--- src/rtl/power_mode_controller_assert.svh ---
// Assertion macros used by the power mode controller back end.
`ifndef POWER_MODE_CONTROLLER_ASSERT_SVH
`define POWER_MODE_CONTROLLER_ASSERT_SVH

// Same-cycle implication, sampled on clk, off while rst is high.
`define PMC_ASSERT_NOW(lbl, ante, cons, msg) \
  lbl: assert property (@(posedge clk) disable iff (rst) (ante) |-> (cons)) \
    else $error(msg);

// Next-cycle implication, sampled on clk, off while rst is high.
`define PMC_ASSERT_NEXT(lbl, ante, cons, msg) \
  lbl: assert property (@(posedge clk) disable iff (rst) (ante) |=> (cons)) \
    else $error(msg);

`endif

--- src/rtl/pmc_pkg.sv ---
// Shared types, codes and constants of the power mode controller.
package pmc_pkg;

  // Time width default
  localparam int TIME_WIDTH_DEF = 32;

  // Depth of the queue between front and back end
  localparam int QDEPTH = 2;

  // Frame pacing: interval = FRAME_MS / fps
  localparam int QUOT_W = 10;
  localparam logic [QUOT_W-1:0] FRAME_MS = QUOT_W'(1000);

  // Operation codes
  localparam logic [3:0] OP_SCREEN_OFF = 4'd0;
  localparam logic [3:0] OP_SCREEN_ON  = 4'd1;
  localparam logic [3:0] OP_APP_BG     = 4'd2;
  localparam logic [3:0] OP_APP_FG     = 4'd3;
  localparam logic [3:0] OP_LOW_TRIG   = 4'd4;
  localparam logic [3:0] OP_CHG_TRIG   = 4'd5;
  localparam logic [3:0] OP_IDLE_TRIG  = 4'd6;
  localparam logic [3:0] OP_ACTIVITY   = 4'd7;
  localparam logic [3:0] OP_LEVEL      = 4'd8;
  localparam logic [3:0] OP_CHARGING   = 4'd9;
  localparam logic [3:0] OP_FRAME      = 4'd10;
  localparam logic [3:0] OP_SET_MODE   = 4'd11;
  localparam logic [3:0] OP_SET_FPS    = 4'd12;

  // Mode codes
  localparam logic [2:0] MODE_ACTIVE    = 3'd0;
  localparam logic [2:0] MODE_BALANCED  = 3'd1;
  localparam logic [2:0] MODE_POWERSAVE = 3'd2;
  localparam logic [2:0] MODE_SUSPEND   = 3'd3;
  localparam logic [2:0] MODE_HIBERNATE = 3'd4;

  // Register indexes
  localparam logic [2:0] REG_BATT_LOW   = 3'd0;
  localparam logic [2:0] REG_BATT_CRIT  = 3'd1;
  localparam logic [2:0] REG_IDLE_TMO   = 3'd2;
  localparam logic [2:0] REG_PAUSE      = 3'd3;
  localparam logic [2:0] REG_FPS_ACTIVE = 3'd4;
  localparam logic [2:0] REG_FPS_BAL    = 3'd5;
  localparam logic [2:0] REG_FPS_PSAVE  = 3'd6;

  // Register reset values
  localparam logic [6:0]  RST_BATT_LOW   = 7'd20;
  localparam logic [6:0]  RST_BATT_CRIT  = 7'd10;
  localparam logic [31:0] RST_IDLE_TMO   = 32'd300000;
  localparam logic        RST_PAUSE      = 1'b1;
  localparam logic [7:0]  RST_FPS_ACTIVE = 8'd60;
  localparam logic [7:0]  RST_FPS_BAL    = 8'd45;
  localparam logic [7:0]  RST_FPS_PSAVE  = 8'd30;

  // Input beat
  typedef struct packed {
    logic [3:0]  operation;
    logic [31:0] now_ms;
    logic [6:0]  batt_pct;
    logic        charging;
    logic [2:0]  requested_mode;
    logic [7:0]  requested_fps;
  } pmc_in_t;

  // Result beat
  typedef struct packed {
    logic [2:0] mode;
    logic [2:0] old_mode;
    logic       mode_changed;
    logic [7:0] frame_rate;
    logic       battery_alert;
    logic [6:0] alert_level;
    logic       render_frame;
    logic       is_idle;
  } pmc_out_t;

  // Event class decoded by the front end
  typedef struct packed {
    logic screen_wr;
    logic screen_val;
    logic app_wr;
    logic app_val;
    logic touch;
    logic wake;
    logic hide_app;
    logic low_trig;
    logic charge_trig;
    logic idle_trig;
    logic level_wr;
    logic chg_wr;
    logic frame_q;
    logic set_mode;
    logic set_fps;
  } pmc_class_t;

  // Queued command
  typedef struct packed {
    pmc_in_t    item;
    pmc_class_t cls;
  } pmc_cmd_t;

  // Configuration register values
  typedef struct packed {
    logic [6:0]  batt_low;
    logic [6:0]  batt_crit;
    logic [31:0] idle_timeout;
    logic        pause;
    logic [7:0]  rate_act;
    logic [7:0]  rate_bal;
    logic [7:0]  rate_psave;
  } pmc_cfg_t;

  // Configuration write strobe
  typedef struct packed {
    logic       valid;
    logic [2:0] index;
    logic [7:0] data;
  } pmc_cfg_wr_t;

endpackage

--- src/rtl/power_mode_controller.sv ---
// Power mode controller top level: register port, front end and back end.
//
// Events enter through a two-deep queue in the front end, which decodes each
// one; the back end applies them one at a time and holds each result in an
// output register until popped. Other events finish at once. A frame query
// that passes the visibility, mode and rate checks waits for the frame
// interval 1000 / frame_rate from a restoring divider that yields one quotient
// bit per cycle; the back end starts it and finishes the query on its done
// strobe. Registers sit on the APB port at byte address 4 * index; write them
// only while no event is in flight. No clearing pass after reset.
module power_mode_controller #(
  parameter int TIME_WIDTH = pmc_pkg::TIME_WIDTH_DEF
) (
  input  logic              clk,
  input  logic              rst,
  // Event queue side
  input  logic              push,
  output logic              full,
  input  pmc_pkg::pmc_in_t  item,
  // Result queue side
  output logic              empty,
  input  logic              pop,
  output pmc_pkg::pmc_out_t result,
  // Register port
  input  logic              psel,
  input  logic              penable,
  input  logic              pwrite,
  input  logic [4:0]        paddr,
  input  logic [31:0]       pwdata,
  output logic [31:0]       prdata,
  output logic              pready
);

  pmc_pkg::pmc_cfg_t    cfg;
  pmc_pkg::pmc_cfg_wr_t cfg_wr;
  pmc_pkg::pmc_cmd_t    q_cmd;
  logic                 q_valid;
  logic                 q_pop;
  logic [2:0]           reg_idx;

  assign pready  = 1'b1;
  assign reg_idx = paddr[4:2];

  // Register write beat
  assign cfg_wr.valid = psel && penable && pwrite && pready;
  assign cfg_wr.index = reg_idx;
  assign cfg_wr.data  = pwdata[7:0];

  // Configuration registers
  always_ff @(posedge clk) begin
    if (rst) begin
      cfg.batt_low      <= pmc_pkg::RST_BATT_LOW;
      cfg.batt_crit     <= pmc_pkg::RST_BATT_CRIT;
      cfg.idle_timeout  <= pmc_pkg::RST_IDLE_TMO;
      cfg.pause         <= pmc_pkg::RST_PAUSE;
      cfg.rate_act      <= pmc_pkg::RST_FPS_ACTIVE;
      cfg.rate_bal      <= pmc_pkg::RST_FPS_BAL;
      cfg.rate_psave    <= pmc_pkg::RST_FPS_PSAVE;
    end else if (cfg_wr.valid) begin
      case (reg_idx)
        pmc_pkg::REG_BATT_LOW:   cfg.batt_low      <= pwdata[6:0];
        pmc_pkg::REG_BATT_CRIT:  cfg.batt_crit     <= pwdata[6:0];
        pmc_pkg::REG_IDLE_TMO:   cfg.idle_timeout  <= pwdata;
        pmc_pkg::REG_PAUSE:      cfg.pause         <= pwdata[0];
        pmc_pkg::REG_FPS_ACTIVE: cfg.rate_act      <= pwdata[7:0];
        pmc_pkg::REG_FPS_BAL:    cfg.rate_bal      <= pwdata[7:0];
        pmc_pkg::REG_FPS_PSAVE:  cfg.rate_psave    <= pwdata[7:0];
        default: ;
      endcase
    end
  end

  // Register read mux
  always_comb begin
    case (reg_idx)
      pmc_pkg::REG_BATT_LOW:   prdata = {25'd0, cfg.batt_low};
      pmc_pkg::REG_BATT_CRIT:  prdata = {25'd0, cfg.batt_crit};
      pmc_pkg::REG_IDLE_TMO:   prdata = cfg.idle_timeout;
      pmc_pkg::REG_PAUSE:      prdata = {31'd0, cfg.pause};
      pmc_pkg::REG_FPS_ACTIVE: prdata = {24'd0, cfg.rate_act};
      pmc_pkg::REG_FPS_BAL:    prdata = {24'd0, cfg.rate_bal};
      pmc_pkg::REG_FPS_PSAVE:  prdata = {24'd0, cfg.rate_psave};
      default:                 prdata = 32'd0;
    endcase
  end

  pmc_front u_front (
    .clk     (clk),
    .rst     (rst),
    .push    (push),
    .full    (full),
    .item    (item),
    .q_valid (q_valid),
    .q_pop   (q_pop),
    .q_cmd   (q_cmd)
  );

  pmc_back #(
    .TIME_WIDTH (TIME_WIDTH)
  ) u_back (
    .clk     (clk),
    .rst     (rst),
    .q_valid (q_valid),
    .q_cmd   (q_cmd),
    .q_pop   (q_pop),
    .cfg     (cfg),
    .cfg_wr  (cfg_wr),
    .pop     (pop),
    .empty   (empty),
    .result  (result)
  );

endmodule

--- src/rtl/pmc_front.sv ---
// Front end: decodes incoming events and queues them for the back end.
module pmc_front (
  input  logic              clk,
  input  logic              rst,
  input  logic              push,
  output logic              full,
  input  pmc_pkg::pmc_in_t  item,
  output logic              q_valid,
  input  logic              q_pop,
  output pmc_pkg::pmc_cmd_t q_cmd
);

  localparam int PW = (pmc_pkg::QDEPTH > 1) ? $clog2(pmc_pkg::QDEPTH) : 1;
  localparam int CNTW = $clog2(pmc_pkg::QDEPTH + 1);

  pmc_pkg::pmc_cmd_t q [pmc_pkg::QDEPTH];
  logic [PW-1:0]   wr_ptr;
  logic [PW-1:0]   rd_ptr;
  logic [CNTW-1:0] count;
  pmc_pkg::pmc_class_t cls;
  logic do_push;
  logic do_pop;

  // Event classification
  always_comb begin
    cls = '0;
    case (item.operation)
      pmc_pkg::OP_SCREEN_OFF: begin
        cls.screen_wr = 1'b1;
      end
      pmc_pkg::OP_SCREEN_ON: begin
        cls.screen_wr  = 1'b1;
        cls.screen_val = 1'b1;
        cls.touch      = 1'b1;
        cls.wake       = 1'b1;
      end
      pmc_pkg::OP_APP_BG: begin
        cls.app_wr   = 1'b1;
        cls.hide_app = 1'b1;
      end
      pmc_pkg::OP_APP_FG: begin
        cls.app_wr  = 1'b1;
        cls.app_val = 1'b1;
        cls.touch   = 1'b1;
        cls.wake    = 1'b1;
      end
      pmc_pkg::OP_LOW_TRIG:  cls.low_trig    = 1'b1;
      pmc_pkg::OP_CHG_TRIG:  cls.charge_trig = 1'b1;
      pmc_pkg::OP_IDLE_TRIG: cls.idle_trig   = 1'b1;
      pmc_pkg::OP_ACTIVITY:  cls.touch       = 1'b1;
      pmc_pkg::OP_LEVEL:     cls.level_wr    = 1'b1;
      pmc_pkg::OP_CHARGING:  cls.chg_wr      = 1'b1;
      pmc_pkg::OP_FRAME:     cls.frame_q     = 1'b1;
      pmc_pkg::OP_SET_MODE:  cls.set_mode    = 1'b1;
      pmc_pkg::OP_SET_FPS:   cls.set_fps     = 1'b1;
      default:               cls = '0;
    endcase
  end

  assign full    = (count == CNTW'(pmc_pkg::QDEPTH));
  assign q_valid = (count != '0);
  assign do_push = push && !full;
  assign do_pop  = q_pop && q_valid;
  assign q_cmd   = q[rd_ptr];

  // Queue storage
  always_ff @(posedge clk) begin
    if (do_push) begin
      q[wr_ptr] <= '{item: item, cls: cls};
    end
  end

  // Queue pointers and fill count
  always_ff @(posedge clk) begin
    if (rst) begin
      wr_ptr <= '0;
      rd_ptr <= '0;
      count  <= '0;
    end else begin
      if (do_push) begin
        wr_ptr <= (wr_ptr == PW'(pmc_pkg::QDEPTH - 1)) ? '0 : wr_ptr + 1'b1;
      end
      if (do_pop) begin
        rd_ptr <= (rd_ptr == PW'(pmc_pkg::QDEPTH - 1)) ? '0 : rd_ptr + 1'b1;
      end
      if (do_push && !do_pop) begin
        count <= count + 1'b1;
      end else if (do_pop && !do_push) begin
        count <= count - 1'b1;
      end
    end
  end

endmodule

--- src/rtl/pmc_div.sv ---
// Restoring divider for the frame interval: FRAME_MS / fps, one bit a cycle.
module pmc_div (
  input  logic                       clk,
  input  logic                       rst,
  input  logic                       start,
  input  logic [7:0]                 divisor,
  output logic                       done,
  output logic [pmc_pkg::QUOT_W-1:0] quotient
);

  localparam int CW = $clog2(pmc_pkg::QUOT_W + 1);

  logic [pmc_pkg::QUOT_W-1:0] dvd;
  logic [7:0]  rem;
  logic [7:0]  dvs;
  logic [CW-1:0] cnt;
  logic        busy;
  logic [8:0]  rem_sh;
  logic [8:0]  rem_sub;
  logic        fits;

  // One restoring step
  always_comb begin
    rem_sh  = {rem, dvd[pmc_pkg::QUOT_W-1]};
    fits    = (rem_sh >= {1'b0, dvs});
    rem_sub = rem_sh - {1'b0, dvs};
  end

  assign quotient = dvd;

  // Control
  always_ff @(posedge clk) begin
    if (rst) begin
      busy <= 1'b0;
      done <= 1'b0;
      cnt  <= '0;
    end else begin
      done <= 1'b0;
      if (start) begin
        busy <= 1'b1;
        cnt  <= CW'(pmc_pkg::QUOT_W);
      end else if (busy) begin
        cnt <= cnt - 1'b1;
        if (cnt == CW'(1)) begin
          busy <= 1'b0;
          done <= 1'b1;
        end
      end
    end
  end

  // Datapath: quotient bits shift in where the dividend shifts out
  always_ff @(posedge clk) begin
    if (start) begin
      dvd <= pmc_pkg::FRAME_MS;
      rem <= '0;
      dvs <= divisor;
    end else if (busy) begin
      dvd <= {dvd[pmc_pkg::QUOT_W-2:0], fits};
      rem <= fits ? rem_sub[7:0] : rem_sh[7:0];
    end
  end

endmodule

--- src/rtl/pmc_back.sv ---
// Back end: applies queued events to the controller state and forms results.
module pmc_back #(
  parameter int TIME_WIDTH = pmc_pkg::TIME_WIDTH_DEF
) (
  input  logic                 clk,
  input  logic                 rst,
  input  logic                 q_valid,
  input  pmc_pkg::pmc_cmd_t    q_cmd,
  output logic                 q_pop,
  input  pmc_pkg::pmc_cfg_t    cfg,
  input  pmc_pkg::pmc_cfg_wr_t cfg_wr,
  input  logic                 pop,
  output logic                 empty,
  output pmc_pkg::pmc_out_t    result
);

  localparam int CW = (TIME_WIDTH > 32) ? TIME_WIDTH : 32;

  // Back-end states
  localparam logic S_RUN = 1'b0;
  localparam logic S_DIV = 1'b1;

  logic state;
  logic out_valid;

  // Controller state
  logic [2:0]            cur_mode;
  logic [7:0]            fps_target;
  logic                  scr_on;
  logic                  app_front;
  logic [6:0]            batt_lvl;
  logic                  charger_on;
  logic [TIME_WIDTH-1:0] last_act;
  logic [TIME_WIDTH-1:0] last_frame;

  // Next-state values
  logic [2:0]            mode_next;
  logic [7:0]            fps_next;
  logic                  screen_next;
  logic                  app_next;
  logic [6:0]            batt_next;
  logic                  chg_next;
  logic [TIME_WIDTH-1:0] last_act_next;

  pmc_pkg::pmc_in_t    it;
  pmc_pkg::pmc_class_t cl;
  pmc_pkg::pmc_out_t   res_next;
  logic [TIME_WIDTH-1:0] now_t;
  logic [TIME_WIDTH-1:0] act_diff;
  logic [TIME_WIDTH-1:0] frame_diff;
  logic       req_en;
  logic [2:0] req_mode;
  logic       crit;
  logic       low;
  logic       alert;
  logic       eval_batt;
  logic       frame_ok;
  logic       render;
  logic       is_idle;
  logic       slot_free;
  logic       go;
  logic       res_load;
  logic       div_start;
  logic       div_done;
  logic [pmc_pkg::QUOT_W-1:0] div_quot;

  // Target rate for a mode
  function automatic logic [7:0] fps_for_mode(input pmc_pkg::pmc_cfg_t c,
                                              input logic [2:0] m);
    logic [7:0] f;
    case (m)
      pmc_pkg::MODE_ACTIVE:    f = c.rate_act;
      pmc_pkg::MODE_BALANCED:  f = c.rate_bal;
      pmc_pkg::MODE_POWERSAVE: f = c.rate_psave;
      default:                 f = 8'd0;
    endcase
    return f;
  endfunction

  pmc_div u_div (
    .clk      (clk),
    .rst      (rst),
    .start    (div_start),
    .divisor  (fps_target),
    .done     (div_done),
    .quotient (div_quot)
  );

  assign it = q_cmd.item;
  assign cl = q_cmd.cls;
  assign now_t = TIME_WIDTH'(it.now_ms);

  // Mode request from the event
  always_comb begin
    req_en    = 1'b0;
    req_mode  = cur_mode;
    alert     = 1'b0;
    batt_next = cl.level_wr ? it.batt_pct : batt_lvl;
    crit      = (batt_next <= cfg.batt_crit);
    low       = (batt_next <= cfg.batt_low);
    eval_batt = cl.level_wr || (cl.chg_wr && !it.charging);

    if (cl.wake && (cur_mode == pmc_pkg::MODE_SUSPEND)) begin
      req_en   = 1'b1;
      req_mode = pmc_pkg::MODE_ACTIVE;
    end
    if (cl.hide_app && cfg.pause) begin
      req_en   = 1'b1;
      req_mode = pmc_pkg::MODE_POWERSAVE;
    end
    if (cl.low_trig) begin
      if (crit) begin
        req_en   = 1'b1;
        req_mode = pmc_pkg::MODE_POWERSAVE;
      end else if (low) begin
        req_en   = 1'b1;
        req_mode = pmc_pkg::MODE_BALANCED;
      end
    end
    if (cl.charge_trig || (cl.chg_wr && it.charging)) begin
      req_en   = 1'b1;
      req_mode = pmc_pkg::MODE_ACTIVE;
    end
    if (cl.idle_trig && !app_front && !scr_on) begin
      req_en   = 1'b1;
      req_mode = pmc_pkg::MODE_SUSPEND;
    end
    if (eval_batt) begin
      if (crit) begin
        alert    = 1'b1;
        req_en   = 1'b1;
        req_mode = pmc_pkg::MODE_POWERSAVE;
      end else if (low) begin
        alert = 1'b1;
        if (cur_mode == pmc_pkg::MODE_ACTIVE) begin
          req_en   = 1'b1;
          req_mode = pmc_pkg::MODE_BALANCED;
        end
      end
    end
    if (cl.set_mode) begin
      req_en   = 1'b1;
      req_mode = it.requested_mode;
    end
  end

  // Mode entry, flags, times and result
  always_comb begin
    mode_next = cur_mode;
    fps_next  = fps_target;
    if (req_en && (req_mode <= pmc_pkg::MODE_HIBERNATE) && (req_mode != cur_mode)) begin
      mode_next = req_mode;
      fps_next  = fps_for_mode(cfg, req_mode);
    end
    if (cl.set_fps) begin
      fps_next = it.requested_fps;
    end

    screen_next   = cl.screen_wr ? cl.screen_val : scr_on;
    app_next      = cl.app_wr ? cl.app_val : app_front;
    chg_next      = cl.chg_wr ? it.charging : charger_on;
    last_act_next = cl.touch ? now_t : last_act;

    act_diff = now_t - last_act_next;
    is_idle  = (CW'(act_diff) >= CW'(cfg.idle_timeout));

    // Frame pacing applies only when visible and rendering
    frame_ok = cl.frame_q
            && (cur_mode != pmc_pkg::MODE_SUSPEND)
            && (cur_mode != pmc_pkg::MODE_HIBERNATE)
            && !(cfg.pause && (!app_front || !scr_on))
            && (fps_target != 8'd0);
    frame_diff = now_t - last_frame;
    render     = (state == S_DIV) && (frame_diff >= TIME_WIDTH'(div_quot));

    res_next.mode          = mode_next;
    res_next.old_mode      = cur_mode;
    res_next.mode_changed  = (mode_next != cur_mode);
    res_next.frame_rate    = fps_next;
    res_next.battery_alert = alert;
    res_next.alert_level   = batt_next;
    res_next.render_frame  = render;
    res_next.is_idle       = is_idle;
  end

  // Sequencing: plain events finish at once, paced frame queries divide first
  assign slot_free = !out_valid || pop;
  assign go        = (state == S_RUN) && q_valid && slot_free;
  assign div_start = go && frame_ok;
  assign res_load  = (go && !frame_ok) || ((state == S_DIV) && div_done);
  assign q_pop     = res_load;
  assign empty     = !out_valid;

  // Control and controller state
  always_ff @(posedge clk) begin
    if (rst) begin
      state       <= S_RUN;
      out_valid   <= 1'b0;
      cur_mode    <= pmc_pkg::MODE_ACTIVE;
      fps_target  <= pmc_pkg::RST_FPS_ACTIVE;
      scr_on      <= 1'b1;
      app_front   <= 1'b1;
      batt_lvl    <= '0;
      charger_on  <= 1'b0;
      last_act    <= '0;
      last_frame  <= '0;
    end else begin
      if (div_start) begin
        state <= S_DIV;
      end else if (res_load) begin
        state <= S_RUN;
      end

      if (res_load) begin
        out_valid <= 1'b1;
      end else if (pop) begin
        out_valid <= 1'b0;
      end

      if (res_load) begin
        cur_mode    <= mode_next;
        fps_target  <= fps_next;
        scr_on      <= screen_next;
        app_front   <= app_next;
        batt_lvl    <= batt_next;
        charger_on  <= chg_next;
        last_act    <= last_act_next;
        if (render) begin
          last_frame <= now_t;
        end
      end else if (cfg_wr.valid) begin
        // Writing the current mode's rate register reloads the target when no result loads
        if (((cfg_wr.index == pmc_pkg::REG_FPS_ACTIVE) &&
             (cur_mode == pmc_pkg::MODE_ACTIVE)) ||
            ((cfg_wr.index == pmc_pkg::REG_FPS_BAL) &&
             (cur_mode == pmc_pkg::MODE_BALANCED)) ||
            ((cfg_wr.index == pmc_pkg::REG_FPS_PSAVE) &&
             (cur_mode == pmc_pkg::MODE_POWERSAVE))) begin
          fps_target <= cfg_wr.data;
        end
      end
    end
  end

  // Result register
  always_ff @(posedge clk) begin
    if (res_load) begin
      result <= res_next;
    end
  end

`include "power_mode_controller_assert.svh"

  `PMC_ASSERT_NOW(a_load_free, res_load, !out_valid || pop, "result overwritten before taken")
  `PMC_ASSERT_NOW(a_done_in_div, div_done, state == S_DIV, "divider done outside frame wait")
  `PMC_ASSERT_NOW(a_div_holds_item, state == S_DIV, q_valid, "frame query left queue early")
  `PMC_ASSERT_NEXT(a_div_waits, (state == S_DIV) && !div_done, state == S_DIV, "left wait early")

endmodule

--- config.mk ---
export PLATFORM = sky130hd
export DESIGN_NAME = power_mode_controller
export DESIGN_NICKNAME = d
export VERILOG_FILES = /design/src/rtl/pmc_pkg.sv /design/src/rtl/power_mode_controller.sv /design/src/rtl/pmc_front.sv /design/src/rtl/pmc_div.sv /design/src/rtl/pmc_back.sv
export VERILOG_INCLUDE_DIRS = /design/src /design/src/rtl
export SDC_FILE = /design/constraint.sdc
export NUM_CORES = 1
export LEC_CHECK = 0
export CORE_UTILIZATION = 70
export CTS_CLUSTER_SIZE = 10
export DETAILED_ROUTE_END_ITERATION = 10
export DONT_BUFFER_PORTS = 1
export HOLD_SLACK_MARGIN = 0.08
export MAX_ROUTING_LAYER = met4
export PLACE_DENSITY = 0.86
export SLEW_MARGIN = 5
export SYNTH_ARGS = -nofsm -noshare
export SYNTH_HDL_FRONTEND = slang
export SYNTH_SLANG_ARGS = --single-unit
--- constraint.sdc ---
create_clock -name clk -period 9.8 [get_ports clk]
set_input_delay 0.98 -clock clk [delete_from_list [all_inputs] [get_ports clk]]
set_output_delay 0.98 -clock clk [all_outputs]
set_load 0.1 [all_outputs]
* Word level (Yosys, flattened, before mapping) *
Memories as Yosys holds them, arrays and structs flattened. A register that Yosys moved wholly into a read port is not among the register bits.
Cells that the tools add are included.

operators by class
  $add $sub $neg = 8
  multipliers = 0
  div/mod/pow operators = 0
  order comparisons = 6
  equal/unequal tests = 29
  shifts and indexed selects = 0
  muxes and demuxes = 70
  bitwise operators = 2
  reduce and logical (&&, ||, !) cells = 73

operators by type and width
  kind                                                             count
  32-bit one-hot mux with 7 select lines                           1
  32-bit subtractor                                                2
  8-bit two-way mux                                                6
  1-bit two-way mux                                                43
  3-bit two-way mux                                                13
  32-bit by 10-bit greater-or-equal comparator with 1-bit output   1
  32-bit greater-or-equal comparator                               1
  32-bit two-way mux                                               1
  1-bit logical AND                                                28
  8-bit one-hot mux with 3 select lines                            1
  2-bit AND reduction                                              11
  4-bit == test, second input constant                             5
  4-bit by 3-bit == test with 1-bit output, second input constant  4
  3-bit by 2-bit == test with 1-bit output, second input constant  5
  7-bit <= comparator                                              2
  2-bit nonzero test                                               7
  3-bit by 1-bit == test with 1-bit output, second input constant  3
  3-bit == test, second input constant                             3
  9-bit by 8-bit greater-or-equal comparator with 1-bit output     1
  1-bit zero test                                                  9
  3-bit zero test                                                  3
  4-bit by 1-bit == test with 1-bit output, second input constant  2
  4-bit by 2-bit == test with 1-bit output, second input constant  2
  4-bit two-way mux                                                2
  18 further kinds                                                 32

storage, ports and cells
  flip-flop bits (word level) = 218
  latch bits = 0
  bits in writable memories = 140
  ROM bits = 0
  bits of input ports = 99
  output and inout bits = 60
  memories = 1

memory list
  memory     words  bits a word  read ports  clocked after Yosys merged registers in  wr ports  line             text
  u_front.q  2      70           1           1                                        1         pmc_front.sv:16  pmc_pkg::pmc_cmd_t q [pmc_pkg::QDEPTH];

* Longest topological paths before layout *
Gate-level depths: netlist of run 1.

  depth in word-level cells = 20
  gate-level depth with buffers = 30
  depth with buffers taken out = 25

* Modules after synthesis *
From an unflattened synthesis of run 1, not the netlist that was laid out.

second synthesis, totals
  cells, all modules = 2,159
  area, all modules = 21,369.2 um^2

modules (own cells, without submodules)
  module                 instances  cells an instance  area each (um^2)  sequential area each (um^2)
  pmc_back               1          1,347              10,779.1          2,472.4
  pmc_front              1          268                5,378.9           4,304.1
  power_mode_controller  1          364                3,545.9           1,421.4
  pmc_div                1          180                1,665.3           720.7

* Worst setup path after synthesis of run 1 *
OpenSTA, ideal clock, no wires.

  path type = input port to output port
  start point = in paddr[3]
  end point = out prdata[4]
  arrival time = 4.976 ns
  required time = 8.820 ns
  path slack = 3.844 ns
  stages = 3
  cell sequence = buf_1 -> buf_1 -> o311ai_0

between the ends
  word-level cells in the longest chain between the ends = 2
  elaborated cells on any way between the ends = 8
  those cells by class = eq/ne: 6; mux: 1; reduce/logical: 1

RTL lines
  element                                     line                         text
  start: declaration                          power_mode_controller.sv:28  input logic [4:0] paddr,
  3-bit == test (tied with other cells)       power_mode_controller.sv:75  case (reg_idx)
  32-bit one-hot mux with 7 select lines (*)  power_mode_controller.sv:75
  end: declaration                            power_mode_controller.sv:30  output logic [31:0] prdata,

Mark *: on every way between the ends. The rest lies on a longest branch, timed or not.

==> results of run 1 <==
power groups by stage:
stage               Sequential (mW)  Combinational, mW  Clock (mW)
finish                         2.43               3.93        1.38
global route                   2.46               4.31        1.45
CTS                            2.43               3.84        1.39
detailed placement             2.45               3.80           0
global placement               2.43               3.64           0
floorplan                      2.37               2.94           0
worst max-delay path, cell delays in order (launching register included):
cell and delay [ns]:
dfxtp_4 0.64, mux2_2 0.51, buf_4 0.48, mux2i_1 0.34
ha_1 0.34, a21oi_1 0.16, o21ai_0 0.14, a22o_1 0.25
a21o_1 0.17, a41o_1 0.30, o311a_1 0.40, o41ai_1 0.77
inv_1 0.09, a21oi_1 0.20, xnor2_1 0.15, ha_1 0.27
a21oi_1 0.13, nor2b_1 0.05, o21ai_0 0.14, nand2b_1 0.11
a21oi_1 0.16, nor2b_1 0.05, o21ai_0 0.14, nand2b_1 0.07
a221o_1 0.37
flip-flops by register name (all words and copies together) (netlist names), 8 cells and up, named ones only:
name,cells
u_back.result,25
u_front.q,132
u_back.u_div.rem,8
u_back.fps_target,8
u_back.u_div.dvs,8
u_back.last_act,32
u_back.last_frame,32
cfg,71
u_back.u_div.quotient,10
layer usage:
metal | routed length (um) | vias to the layer above
li1 | - | 7463
met2 | 24000 | 826
met1 | 21900 | 7581
met3 | 5160 | 139
met5 | 0 | -
met4 | 1580 | 0
synth_stat cells (25+ instances only):
cell	count
a21o_1	27
a21oi_1	161
clkbuf_1	73
dfxtp_1	186
edfxtp_1	165
ha_1	129
inv_1	134
mux2_2	40
mux2i_1	149
nand2_1	175
nor2_1	237
nor2b_1	25
nor3_1	65
o211ai_1	35
o21ai_0	56
xnor2_1	34
logic make-up after synthesis:
logic type               share of synthesized area (%)
buffers and inverters                             4.73
multiplexers                                      10.1
other                                           0.0189
XOR/XNOR                                          2.29
adder cells (fa/ha/maj)                           8.43
AO/OA/AOI/OAI                                     15.9
flip-flops                                        43.7
AND/OR/NAND/NOR                                   14.8
final timing paths:
kind / start / endpoint / slack (ns) / depth (start not counted)
max: flip-flop / u_back.result[0]$_DFFE_PN_ / 3.02 / 24
min: cfg[51]$_SDFFE_PP0P_ / cfg[51]$_SDFFE_PP0P_ / 0.45 / 2
max reg2reg: flip-flop / u_back.result[0]$_DFFE_PN_ / 3.02 / 24
min reg2reg: cfg[51]$_SDFFE_PP0P_ / cfg[51]$_SDFFE_PP0P_ / 0.45 / 2
cells in the final DEF (no fill, tap or decap), drive strengths merged, types with 72 or more instances in the layout:
master / instances
nand2: 175
o21ai: 72
inv: 135
a21oi: 163
ha: 129
nor2: 237
clkbuf: 88
mux2i: 149
dfxtp: 186
edfxtp: 165
area by class of cell:
| type | count | area [um^2] | area share [%] |
|---|---|---|---|
| Sequential cell | 351 | 8680 | 39.4 |
| Multi-Input combinational cell | 1487 | 10400 | 47.3 |
| Timing Repair Buffer | 37 | 736 | 3.34 |
| Clock inverter | 3 | 55.1 | 0.250 |
| Clock buffer | 71 | 1150 | 5.21 |
| Tap cell | 378 | 473 | 2.15 |
| Inverter | 135 | 507 | 2.30 |
==> impl_results.md, run 1 <==
* Fin worst setup slack at about 3.0 ns
* CTS Buffer Depth at 3
* Max-cap violations at 0
* Clk slew on worst S/H paths at 0.06 ns
* Total grt overflow at 0
* Hold-fix buffers, CTS at 0
* Placed wire-length estimate at around 37000 um
* Non-filler cells, final at 2462
* Port Buf Inserts at 0
* Clock skew at 0.0420 ns
* Seq/Total Area, Yosys at a little over two fifths
* Slew Limit Fails at 0
* Comb pwr share at 50.8%
* Top cell type's share of synthesized area at 25.0%
* Maximum VDD drop at ~290 uV
* Io pins at 159
* Final hold slack at 0.453 ns
* Pint at 4.19 mW
* Post-layout util at 79.1%
* Synth async-reset ratio at 0%
* Via/cell ratio at 6.50
* Leak pwr at about 8.2 nW
* YS warnings at 0
* Syn-to-layout area delta at 11.0%
* # DRC at 0
* Post-route clock period utilization at 69.2%
* CTS Buf Count at 41
* Minimum clock period at 6.78 ns
* Drt total wl at 52600 um
* Switching Fraction at 45.8%
* Synthesized instance count at about 2100
* Min-Delay Path Class: reg2reg
* Dpl cell area at 0.0208 mm^2
* Inserted Diodes at 0
* Largest net degree at the start of global routing at 138
* Dpl ws at 3.22 ns
* Vias in the first global route at 15235
* Grt met3 use at 7.93%
* Share of cells above drive strength 1 at roughly 8.9%
* Vias at roughly 16000
* DP Cell Count at 2388
* Post-synth EDFFs at 165
* Yosys cell types at between 80 and 90
* Routed Antenna Nets at 0
* Clk network pwr share at 17.8%
* Most Crowded Layer GR: met2
* Max Fclk at 148 MHz
* Starting density of the core at 71.3%
* Worst Path Max Fanout at 31
* First-pass GRT wire length at 81000 um
* Syn Nets at around 2300
* NumNets Final at between 2000 and 2500
* Total Power at 7.74 mW
* Starting DRT DRC Count at 1835
* Yosys reg bits at 351
* Core ar. at 0.0279 mm^2
* Clock Sinks at 351
* Wire per inst at 21.4 um
* PwrDens at 351 mW/mm^2
* Flop pwr share at 31.4%
* Ys flop type: dfxtp_1
* Die Y at 170 um
* Worst Tran Pin Value at 1.28 ns
* Outcome: finished clean
* Total setup buffers inserted after CTS at 0
* Top post-synthesis cells by area: edfxtp_1 (25%), dfxtp_1 (19%), ha_1 (8.1%)
* Critical Path RT at 10.05 ns
* Post-CTS Resized at 0
* Max_slew headroom at 14.0%
* FILL cells at 1750
* Area leader, netlist: edfxtp_1
* Clk Latency, worst-skew pair at 0.55 ns
* Die ar. at 0.0290 mm^2
* Met2 GRT Util at approximately 57%
* H-tree depth at 2
* Core Rows at slightly above 60
* Final Cell Area at between 0.02 and 0.025 mm^2
* Met1 Resource Use GR at 49.4%
* Worst setup path category: reg2reg
* Setup tns final at 0 ns
* Final setup fails at 0
* Total Routing Usage GR at 37.2%
* Switch Pwr at about 3.5 mW
* Root Driver: clkbuf_16
* Setup crit end kind: flip-flop
* Worst setup SP type: flip-flop
* Hold Fails Final Rpt at 0
* Syn avg cell area at 9.57 um^2
* RSZ-0062 raised after global routing: false
* Router iterations before antenna repair at 8
* Number of antenna violations at the first check in global routing at 1
* CTS tree: yes
* Die X at 170 um
* Syn Std Cell Area at 0.0199 mm^2
* WP data arrival at between 7 and 8 ns
* GPL Wtd Cong at 0.929
(Power assumes the default switching activity.)
==> inputs of run 2 (changes only) <==
--- a/config.mk
+++ b/config.mk
@@ -6,13 +6,13 @@
 export SDC_FILE = /design/constraint.sdc
 export NUM_CORES = 1
 export LEC_CHECK = 0
-export CORE_UTILIZATION = 70
+export CORE_UTILIZATION = 65
 export CTS_CLUSTER_SIZE = 10
 export DETAILED_ROUTE_END_ITERATION = 10
 export DONT_BUFFER_PORTS = 1
 export HOLD_SLACK_MARGIN = 0.08
 export MAX_ROUTING_LAYER = met4
-export PLACE_DENSITY = 0.86
+export PLACE_DENSITY = 0.81
 export SLEW_MARGIN = 5
 export SYNTH_ARGS = -nofsm -noshare
 export SYNTH_HDL_FRONTEND = slang
==> constraint.sdc (replaced) <==
create_clock -name clk -period 6.43 [get_ports clk]
set_input_delay 0.643 -clock clk [delete_from_list [all_inputs] [get_ports clk]]
set_output_delay 0.643 -clock clk [all_outputs]
set_load 0.1 [all_outputs]
==> impl_results.md, run 2 (synthesized netlist as in run 1, its figures left out) <==
* Commonest non-fill, non-tap cells in the layout: nor2_1 (236), dfxtp_1 (185), nand2_1 (175), edfxtp_1 (165), a21oi_1 (159)
* Final Cell Area at 0.0222 mm^2
* Number of antenna violations at the first check in global routing at 1
* Wire per inst at 21.0 um
* Total grt overflow at 0
* Setup crit end kind: flip-flop
* Total Routing Usage GR at 34.3%
* GPL Wtd Cong at 0.961
* Hold-fix buffers, CTS at 0
* Worst Path Max Fanout at 31
* Max_slew headroom at ~16%
* Biggest register: u_front.q
* Worst setup SP type: flip-flop
* Core ar. at between 0.02 and 0.03 mm^2
* Syn-to-layout area delta at 11.7%
* Root Driver: clkbuf_16
* # DRC at 0
* Clock skew at 0.0309 ns
* Final setup fails at 0
* Drt total wl at 52200 um
* Maximum VDD drop at between 300 and 400 uV
* Max-cap violations at 0
* Minimum clock period at 6.08 ns
* CP delay by family, top: compound AO/OA/AOI/OAI gates
* Flip-flop count of the largest register after layout at 132
* RSZ-0062 raised after global routing: false
* Crit path buffers/inverters at 3
* Largest net degree at the start of global routing at 138
* Worst setup path category: reg2reg
* Max Fclk at 164 MHz
* Slowest CP cell: mux2_2
* NumNets Final at 2291
* First-pass GRT wire length at 81700 um
* Post-route clock period utilization at 94.6%
* Setup tns final at 0 ns
* Share of cells above drive strength 1 at 9.37%
* Max stage delay on crit path at 0.46 ns
* Largest registers: u_front.q x132, cfg x71
* Dpl cell area at 0.0209 mm^2
* Post-CTS Resized at 0
* Leak pwr at 8.23 nW
* Commonest non-fill, non-tap cell in the layout: nor2_1
* Total setup buffers inserted after CTS at 0
* H-tree depth at 2
* FILL cells at 2058
* Vias in the first global route at 15543
* Die Y at 177 um
* Min-Delay Path Class: in2reg
* Port Buf Inserts at 0
* Clk Latency, worst-skew pair at 0.56 ns
* Slew Limit Fails at 0
* Hold Fails Final Rpt at 0
* Clock Sinks at 351
* Clk slew on worst S/H paths at 0.05 ns
* Outcome: finished clean
* Die X at about 180 um
* Router iterations before antenna repair at 5
* Die ar. at about 0.031 mm^2
* Placed wire-length estimate at 36300 um
* Worst Tran Pin Value at 1.26 ns
* Vias at ~16000
* CTS tree: yes
* Critical Path RT at 6.71 ns
* Starting DRT DRC Count at 1601
* Starting density of the core at 66.4%
* WP data arrival at between 6 and 7 ns
* Via/cell ratio at 6.43
* Io pins at 159
* Cell mode on critical path: a21oi_1
* CTS Buffer Depth at 3
* PwrDens at 537 mW/mm^2
* Final hold slack at 0.176 ns
* Core Rows at 63
* CTS Buf Count at 42
* Routed Antenna Nets at 0
==> run 2: final cells by class <==
type | instances | area [um^2] | area share (%)
Antenna cell | 1 | 2.50 | 0.0113
Clock buffer | 72 | 1210 | 5.48
Clock inverter | 4 | 67.6 | 0.305
Inverter | 135 | 507 | 2.29
Multi-Input combinational cell | 1487 | 10400 | 47.0
Sequential cell | 351 | 8680 | 39.2
Tap cell | 390 | 488 | 2.20
Timing Repair Buffer | 43 | 776 | 3.50
==> run 2: through the flow <==
stage	instances	setup WS (ns)	power (mW)	utilization, %
finish	2483	0.350	11.9	74.2
global route	2483	0.0109	12.6	74.2
CTS	2482	0.470	11.8	74.2
detailed placement	2406	0.524	9.53	69.9
global placement	2406	0.658	9.30	69.9
floorplan	2074	0.481	8.10	-
==> run 2: metal layers <==
layer / share of wire, % / vias to the layer above / track usage, %
met3: 7.7 / 104 / 5.28
met4: 2.9 / 0 / 11.9
met1: 44 / 7705 / 47.0
li1: - / 7500 / -
met5: 0 / - / -
met2: 45 / 646 / 51.9
==> run 2: report_power, final <==
group,internal [mW],switching (mW),leakage (nW)
Clock,1.29,0.911,0.611
Sequential,2.88,0.794,3.06
Combinational,2.32,3.70,4.56
==> run 2: final timing paths <==
check / slack [ns] / end / startpoint / depth (start not counted)
worst min register to register: 0.46 / cfg[53]$_SDFFE_PP0P_ / cfg[53]$_SDFFE_PP0P_ / 2
worst max register to register: 0.35 / u_back.result[0]$_DFFE_PN_ / flip-flop / 26
worst max-delay path: 0.35 / u_back.result[0]$_DFFE_PN_ / flip-flop / 26
worst min-delay path: 0.18 / u_front.q[0][25]$_DFFE_PP_ / item[10] / 0
==> run 2: worst reg2reg max path, cell delays in order, from the launching register on <==
cell	delay [ns]
dfxtp_4	0.38
buf_4	0.41
mux2_2	0.47
mux2i_1	0.21
ha_1	0.33
o21a_1	0.20
o31a_1	0.13
o21ai_1	0.19
a21oi_1	0.14
a21o_1	0.20
a41o_1	0.30
o311a_1	0.39
o41ai_1	0.34
buf_4	0.21
inv_1	0.05
a21oi_1	0.17
xnor2_1	0.14
ha_1	0.26
a21oi_1	0.14
nor2b_1	0.06
o21ai_0	0.16
nand2b_1	0.10
a21oi_1	0.18
nor2b_1	0.06
o21ai_0	0.14
nand2b_1	0.07
a221o_1	0.37
